--- src/design/ufd_pkg.sv ---
package ufd_pkg;

   // ascii codes the decoder looks for
   localparam logic [7:0] CHAR_SPACE   = 8'h20;
   localparam logic [7:0] CHAR_PLUS    = 8'h2B;
   localparam logic [7:0] CHAR_PERCENT = 8'h25;

   // status codes carried on the result channel
   typedef enum logic [1:0] {
      STATUS_OK      = 2'd0,
      STATUS_SHORT   = 2'd1,
      STATUS_BAD_HEX = 2'd2
   } status_type;

   // one result item
   typedef struct packed {
      logic [7:0] out_byte;
      logic       has_byte;
      logic [5:0] space_count;
      status_type status;
      logic       end_of_string;
   } result_type;

   // hex digit lookup: bit 4 set when the character is a hex digit
   function automatic logic [4:0] hex_digit(input logic [7:0] c);
      logic [4:0] r;
      r = 5'd0;
      if (c >= 8'h30 && c <= 8'h39) begin
         r = {1'b1, 4'(c - 8'h30)};
      end else if (c >= 8'h41 && c <= 8'h46) begin
         r = {1'b1, 4'(c - 8'h37)};
      end else if (c >= 8'h61 && c <= 8'h66) begin
         r = {1'b1, 4'(c - 8'h57)};
      end
      return r;
   endfunction

endpackage

--- src/design/url_form_decoder.sv ---
// channel   direction  handshake               payload
// req       in         req_valid / req_stall   req_in_byte, req_in_last
// rsp       out        rsp_valid / rsp_stall   rsp_out_byte, rsp_has_byte, rsp_space_count,
//                                              rsp_status, rsp_end_of_string
// csr       in         csr_wr_en               csr_wr_data (trim_spaces)
//
// one request per clock while req_stall is low; its result, if any, shows on rsp in the cycle after acceptance
// when nothing waits ahead of it, later while rsp is stalled.
// all decoding is one combinational pass between the string state and the result register.
// reset (synchronous, active high) clears string state, trim_spaces and both result slots.
// a result register plus one skid slot keep requests flowing while rsp is stalled;
// req_stall rises only once the skid slot is full, and it comes straight from a flop.
module url_form_decoder #(
   parameter int SPACE_RUN_MAX = 63
) (
   input  logic       clock,
   input  logic       reset,
   input  logic       req_valid,
   output logic       req_stall,
   input  logic [7:0] req_in_byte,
   input  logic       req_in_last,
   output logic       rsp_valid,
   input  logic       rsp_stall,
   output logic [7:0] rsp_out_byte,
   output logic       rsp_has_byte,
   output logic [5:0] rsp_space_count,
   output logic [1:0] rsp_status,
   output logic       rsp_end_of_string,
   input  logic       csr_wr_en,
   input  logic       csr_wr_data
);
   import ufd_pkg::*;

   // held run length at which an early flush happens
   localparam logic [6:0] SpaceCap = 7'((SPACE_RUN_MAX > 63) ? 63 :
                                        ((SPACE_RUN_MAX < 1) ? 1 : SPACE_RUN_MAX));

   typedef enum logic [1:0] {
      PHASE_PLAIN = 2'd0,
      PHASE_HIGH  = 2'd1,
      PHASE_LOW   = 2'd2
   } phase_type;

   phase_type  phase_ff, phase_in;
   logic [3:0] nibble_ff, nibble_in;
   logic       leading_ff, leading_in;
   logic [5:0] held_ff, held_in;
   status_type error_ff, error_in;
   logic       trim_ff;

   result_type rsp_ff, rsp_in;
   logic       rsp_valid_ff;
   result_type skid_ff;
   logic       skid_valid_ff;

   logic       in_fire;
   logic       out_take;
   logic       emit;
   logic       new_err;
   status_type err_code;
   logic [4:0] hex;
   logic [6:0] held_inc;

   assign in_fire  = req_valid && !req_stall;
   assign out_take = rsp_valid_ff && !rsp_stall;
   assign hex      = hex_digit(req_in_byte);
   assign held_inc = {1'b0, held_ff} + 7'd1;

   // decode one request against the string state
   always_comb begin
      phase_in   = phase_ff;
      nibble_in  = nibble_ff;
      leading_in = leading_ff;
      held_in    = held_ff;
      error_in   = error_ff;
      emit       = 1'b0;
      new_err    = 1'b0;
      err_code   = STATUS_OK;
      rsp_in     = '0;
      rsp_in.status = STATUS_OK;
      if (error_ff == STATUS_OK) begin
         unique case (phase_ff)
            PHASE_PLAIN: begin
               if (req_in_byte == CHAR_SPACE && trim_ff) begin
                  // literal space: drop at start and at end of string, otherwise hold it
                  if (!leading_ff && !req_in_last) begin
                     if (held_inc >= SpaceCap) begin
                        emit               = 1'b1;
                        rsp_in.space_count = held_inc[5:0];
                        held_in            = 6'd0;
                     end else begin
                        held_in = held_inc[5:0];
                     end
                  end
               end else begin
                  leading_in = 1'b0;
                  if (req_in_byte == CHAR_PERCENT) begin
                     phase_in = PHASE_HIGH;
                  end else begin
                     emit               = 1'b1;
                     rsp_in.has_byte    = 1'b1;
                     rsp_in.out_byte    = (req_in_byte == CHAR_PLUS) ? CHAR_SPACE : req_in_byte;
                     rsp_in.space_count = held_ff;
                     held_in            = 6'd0;
                  end
               end
            end
            PHASE_HIGH, PHASE_LOW: begin
               if (!hex[4]) begin
                  new_err  = 1'b1;
                  err_code = STATUS_BAD_HEX;
               end else if (phase_ff == PHASE_HIGH) begin
                  nibble_in = hex[3:0];
                  phase_in  = PHASE_LOW;
               end else begin
                  emit               = 1'b1;
                  rsp_in.has_byte    = 1'b1;
                  rsp_in.out_byte    = {nibble_ff, hex[3:0]};
                  rsp_in.space_count = held_ff;
                  held_in            = 6'd0;
                  phase_in           = PHASE_PLAIN;
               end
            end
            default: begin
               phase_in = PHASE_PLAIN;
            end
         endcase
         // escape still open at end of string
         if (!new_err && req_in_last && phase_in != PHASE_PLAIN) begin
            new_err  = 1'b1;
            err_code = STATUS_SHORT;
         end
         if (new_err) begin
            error_in = err_code;
            held_in  = 6'd0;
            phase_in = PHASE_PLAIN;
            emit     = 1'b1;
            rsp_in   = '0;
            rsp_in.status = err_code;
         end
      end
      // closing result and string restart
      if (req_in_last) begin
         emit                 = 1'b1;
         rsp_in.status        = error_in;
         rsp_in.end_of_string = 1'b1;
         phase_in             = PHASE_PLAIN;
         nibble_in            = 4'd0;
         leading_in           = 1'b1;
         held_in              = 6'd0;
         error_in             = STATUS_OK;
      end
   end

   // string state, config, result register and skid slot
   always_ff @(posedge clock) begin
      if (reset) begin
         phase_ff      <= PHASE_PLAIN;
         nibble_ff     <= 4'd0;
         leading_ff    <= 1'b1;
         held_ff       <= 6'd0;
         error_ff      <= STATUS_OK;
         trim_ff       <= 1'b0;
         rsp_valid_ff  <= 1'b0;
         skid_valid_ff <= 1'b0;
      end else begin
         if (csr_wr_en) begin
            trim_ff <= csr_wr_data;
         end
         if (in_fire) begin
            phase_ff   <= phase_in;
            nibble_ff  <= nibble_in;
            leading_ff <= leading_in;
            held_ff    <= held_in;
            error_ff   <= error_in;
         end
         if (!rsp_valid_ff || out_take) begin
            if (skid_valid_ff) begin
               rsp_ff        <= skid_ff;
               rsp_valid_ff  <= 1'b1;
               skid_valid_ff <= 1'b0;
            end else begin
               rsp_ff       <= rsp_in;
               rsp_valid_ff <= in_fire && emit;
            end
         end else if (in_fire && emit) begin
            skid_ff       <= rsp_in;
            skid_valid_ff <= 1'b1;
         end
      end
   end

   assign req_stall         = skid_valid_ff;
   assign rsp_valid         = rsp_valid_ff;
   assign rsp_out_byte      = rsp_ff.out_byte;
   assign rsp_has_byte      = rsp_ff.has_byte;
   assign rsp_space_count   = rsp_ff.space_count;
   assign rsp_status        = rsp_ff.status;
   assign rsp_end_of_string = rsp_ff.end_of_string;

   // skid slot only fills behind a waiting result
   a_skid_behind_rsp: assert property (@(posedge clock) disable iff (reset)
      skid_valid_ff |-> rsp_valid_ff)
      else $error("skid slot full while result register empty");

   // a stalled result is never dropped
   a_rsp_held: assert property (@(posedge clock) disable iff (reset)
      rsp_valid_ff && rsp_stall |=> rsp_valid_ff)
      else $error("stalled result lost");

   // held run stays below the flush limit
   a_held_cap: assert property (@(posedge clock) disable iff (reset)
      {1'b0, held_ff} < SpaceCap)
      else $error("held space count reached flush limit");

   // after an error nothing is pending
   a_error_clean: assert property (@(posedge clock) disable iff (reset)
      error_ff != STATUS_OK |-> phase_ff == PHASE_PLAIN && held_ff == 6'd0)
      else $error("escape or spaces pending after error");

   // end of string restarts the string state
   a_last_restart: assert property (@(posedge clock) disable iff (reset)
      in_fire && req_in_last |=> leading_ff && error_ff == STATUS_OK
                                 && phase_ff == PHASE_PLAIN)
      else $error("string state not restarted after last request");

endmodule

--- config.mk ---
export PLATFORM = sky130hd
export DESIGN_NAME = url_form_decoder
export DESIGN_NICKNAME = d
export VERILOG_FILES = /design/src/design/ufd_pkg.sv /design/src/design/url_form_decoder.sv
export SDC_FILE = /design/constraint.sdc
export NUM_CORES = 1
export LEC_CHECK = 0
export CAP_MARGIN = 0
export CORE_UTILIZATION = 45
export DETAILED_ROUTE_END_ITERATION = 8
export DONT_BUFFER_PORTS = 1
export HOLD_SLACK_MARGIN = 0.1
export PLACE_DENSITY = 0.65
export SLEW_MARGIN = 20
export SYNTH_ARGS = -nofsm -noshare
export SYNTH_HDL_FRONTEND = slang
export SYNTH_SLANG_ARGS = --single-unit
--- constraint.sdc ---
create_clock -name clock -period 8.4 [get_ports clock]
set_input_delay 1.68 -clock clock [delete_from_list [all_inputs] [get_ports clock]]
set_output_delay 1.68 -clock clock [all_outputs]
set_load 0.01 [all_outputs]
==> out/qor.csv <==
stage,metric,value,unit
synth,syn-num-nets,316,
detailed_routing,wire_per_inst,16.74,um
cells_and_area,antenna_cells,0,
sta,finalSetupTns,0,ns
sta,skew,0.005080,ns
clock_tree,htreeDepth,2,
grt,track_usage,0.1975,
synth,ys_ff_latch,54,
synth,ys_seq_area_frac,0.4942,
detailed_routing,dr.pass1.iters,4,
synth,synth_edf_count,36,
synth,synth_largest_area_cell,edfxtp_1,
detailed_routing,postRouteAntennaNets,0,
floorplan,fp.dieArea,6807,um^2
sta,drv_slew,0,
detailed_routing,via_count,2193,
setup_path,cp_max_fo,30,
setup_path,criticalPathCategory,primary input to register,
grt,antenna_found_initial,0,
worst_hold_path,hold_class,register to register,
synth,synth_compound_area_frac,0.1999,
job,drv_cap,0,
sta,finalCritPeriodShare,0.4586,
detailed_routing,wl,6162,um
synth,yosys.area_share.simple,0.1926,
setup_path,cp.required,8.52,ns
grt,grt_pass1_wl,10180,um
sta,finalHoldViolCount,0,
power_and_ir_drop,power_leakage,1.097,nW
clock_tree,hold_buffers,0,
synth,synthFlopType,edfxtp_1,
floorplan,rows,28,
floorplan,die_w,82.51,um
cells_and_area,final_nets,315,
grt,first_global_vias,2057,
synth,syn-cell-area,2917,um^2
clock_tree,cts-buffers-inserted,5,
setup_path,rr_worst_depth,9,
clock_tree,clock_latency,0.30,ns
grt,grt_max_degree,37,
synth,synth_fa_ha_area_frac,0.03432,
floorplan,ios,35,
sta,fin_crit,3.852,ns
detailed_routing,drtIter0Drc,202,
sta,fmax,0.2596,GHz
floorplan,core,6096,um^2
floorplan,die_y,82.51,um
synth,synthTopCellsByArea,"edfxtp_1 37%, dfxtp_1 12%, nand2_1 4.4%",
power_and_ir_drop,power.density,161.7,nW/um^2
placed_design,dpl.hpwl,4417,um
sta,relSlewSlack,0.5247,
synth,synth_top_family_by_area,compound AO/OA/AOI/OAI gates,
sta,tightest_slew,0.7065,ns
worst_hold_path,min_path_cells,1,
setup_path,crit_arrival,3.97,ns
clock_tree,ctsResizeCount,0,
synth,async_flop_share,0,
clock_tree,clk_path_buf_depth,2,
clock_tree,ctsRootBufferMaster,clkbuf_8,
power_and_ir_drop,max-vdd-ir-drop,0.00007914,V
detailed_routing,drc,0,
synth,synthXorXnorAreaFrac,0.01502,
setup_path,setup.worst_path.end_class,register,
detailed_routing,avgViaCountPerCell,5.959,
status,outcome,"complete, no violations",
synth,syn_avg_cell_area,9.954,um^2
clock_tree,postCtsSetupRepairBufs,0,
synth,yosysWarnings,0,
cells_and_area,final_layout_size_suffix_gt1_frac,0.08191,
synth,yosys.cell_types.count,59,
cells_and_area,final_cell_area,3092,um^2
placed_design,port_buffers,0,
floorplan,initial_core_util,0.4784,
synth,synth_top_area_frac,0.3707,
grt,gr-total-overflow,0,
placed_design,placed_area,2982,um^2
synth,syn_inst,293,
sta,finalSetupViolCount,0,
setup_path,crit_path_start_kind,primary input,
clock_tree,cts.sinks,54,
clock_tree,cts_tree,yes,
cells_and_area,areaGrowthSynthToFinish,6.006,%
cells_and_area,final_util,0.5072,
sta,rsz0062_at_grt,false,
placed_design,place.gp.congestion,0.9007,
clock_tree,clkTransAtPathRegs,0.10,ns
synth,muxShareOfSynthArea,0.02488,
## path summary, 6_finish.rpt
| check | from | slack [ns] | end |
|---|---|---|---|
| max reg2reg | phase_ff[1]$_SDFFE_PP0P_ | 5.52 | skid_ff[7]$_DFFE_PP_ |
| min reg2reg | nibble_ff[2]$_SDFFE_PP0P_ | 0.48 | nibble_ff[2]$_SDFFE_PP0P_ |
| max | req_in_byte[0] | 4.55 | rsp_space_count[5]$_DFFE_PP_ |
| min | nibble_ff[2]$_SDFFE_PP0P_ | 0.48 | nibble_ff[2]$_SDFFE_PP0P_ |
## placed cells by master (no fill, tap or decap), types with 2 or more instances in the layout
| cell type | netlist | routed |
|---|---|---|
| and3_1 | 3 | 3 |
| o31ai_1 | 13 | 13 |
| ha_1 | 8 | 8 |
| clkbuf_8 | 0 | 5 |
| a31oi_1 | 3 | 3 |
| mux2i_1 | 5 | 5 |
| nand3_1 | 8 | 8 |
| a2111oi_0 | 2 | 2 |
| nor4_1 | 5 | 4 |
| a22oi_1 | 9 | 9 |
| nor3_1 | 10 | 10 |
| dfxtp_1 | 18 | 18 |
| o21ai_0 | 13 | 13 |
| nand2_1 | 34 | 34 |
| o2bb2ai_1 | 3 | 3 |
| edfxtp_1 | 36 | 36 |
| nor2_1 | 33 | 33 |
| nand3b_1 | 3 | 3 |
| inv_1 | 15 | 15 |
| o31ai_2 | 2 | 2 |
| mux2_2 | 2 | 2 |
| xor2_1 | 4 | 4 |
| nor2b_1 | 2 | 2 |
| nor3b_1 | 2 | 2 |
| buf_4 | 0 | 3 |
| nand2b_1 | 2 | 2 |
| a21oi_1 | 14 | 14 |
| a21o_1 | 3 | 3 |
## Yosys cell counts, types with 2 or more instances
cell / count
dfxtp_1: 18
o2bb2ai_1: 3
a21oi_1: 14
nand2_1: 34
o31ai_2: 2
o31ai_1: 13
a21o_1: 3
a31oi_1: 3
nor2b_1: 2
inv_1: 15
nand3_1: 8
a22oi_1: 9
nand2b_1: 2
edfxtp_1: 36
nor3_1: 10
xor2_1: 4
and3_1: 3
a2111oi_0: 2
nand3b_1: 3
nor3b_1: 2
mux2i_1: 5
mux2_2: 2
nor2_1: 33
ha_1: 8
clkbuf_1: 8
nor4_1: 5
buf_6: 2
o21ai_0: 13
## metal layers
metal / share of wire / global-route usage
met5: 0 / 0
met3: 0.057 / 0.03846
met1: 0.48 / 0.2765
met2: 0.46 / 0.3074
met4: 0.011 / 0.06034
## kinds of logic after synthesis
group | Yosys count
and+or+nand+nor | 113
DFF | 54
xor gates and xnor gates | 5
AOI/OAI and AO/OA | 80
buffers and inverters | 26
muxes | 7
adders and majority gates | 8
## sequential cells by signal, indices dropped and copies added (netlist names)
signal	cells
error_ff	2
held_ff	6
leading_ff	1
nibble_ff	4
phase_ff	2
req_stall	1
rsp_end_of_string	1
rsp_has_byte	1
rsp_out_byte	8
rsp_space_count	6
rsp_status	2
rsp_valid	1
skid_ff	18
trim_ff	1
## worst max-delay path: stages
cell and delay, ns:
inv_1 0.08, ha_1 0.22, nor3b_1 0.42, nor3_4 0.11, nor4_1 0.28, o31a_2 0.21, nand3_2 0.48, o41ai_4 0.46
## metrics by stage
stage	instances	power, W	worst slack [ns]	hold slack, ns
2_1_floorplan	293	0.0003268	3.240	0.4327
3_3_place_gp	360	0.0003314	4.311	0.4497
3_5_place_dp	360	0.0003319	4.263	0.4494
4_1_cts	368	0.0005046	4.564	0.4771
5_1_grt	368	0.0005177	4.308	0.4940
6_report	368	0.0005001	4.548	0.4760
## area by class of cell
cell class              instances  area, um^2
clock buffers                   6       72.57
clock inverters                 2       37.54
fillers                       581        3004
inverters                      15       56.30
multi-input cells             213        1368
flip-flops and latches         54        1441
well taps                      75       93.84
repair buffers                  3       22.52
## where the power goes
group | switching, W | internal, W
clock network | 0.0000853 | 0.0000891
registers | 0.00000549 | 0.000291
logic | 0.0000184 | 0.0000110
total | 0.000109 | 0.000391
Note: power is estimated with default switching activity, not from simulation.
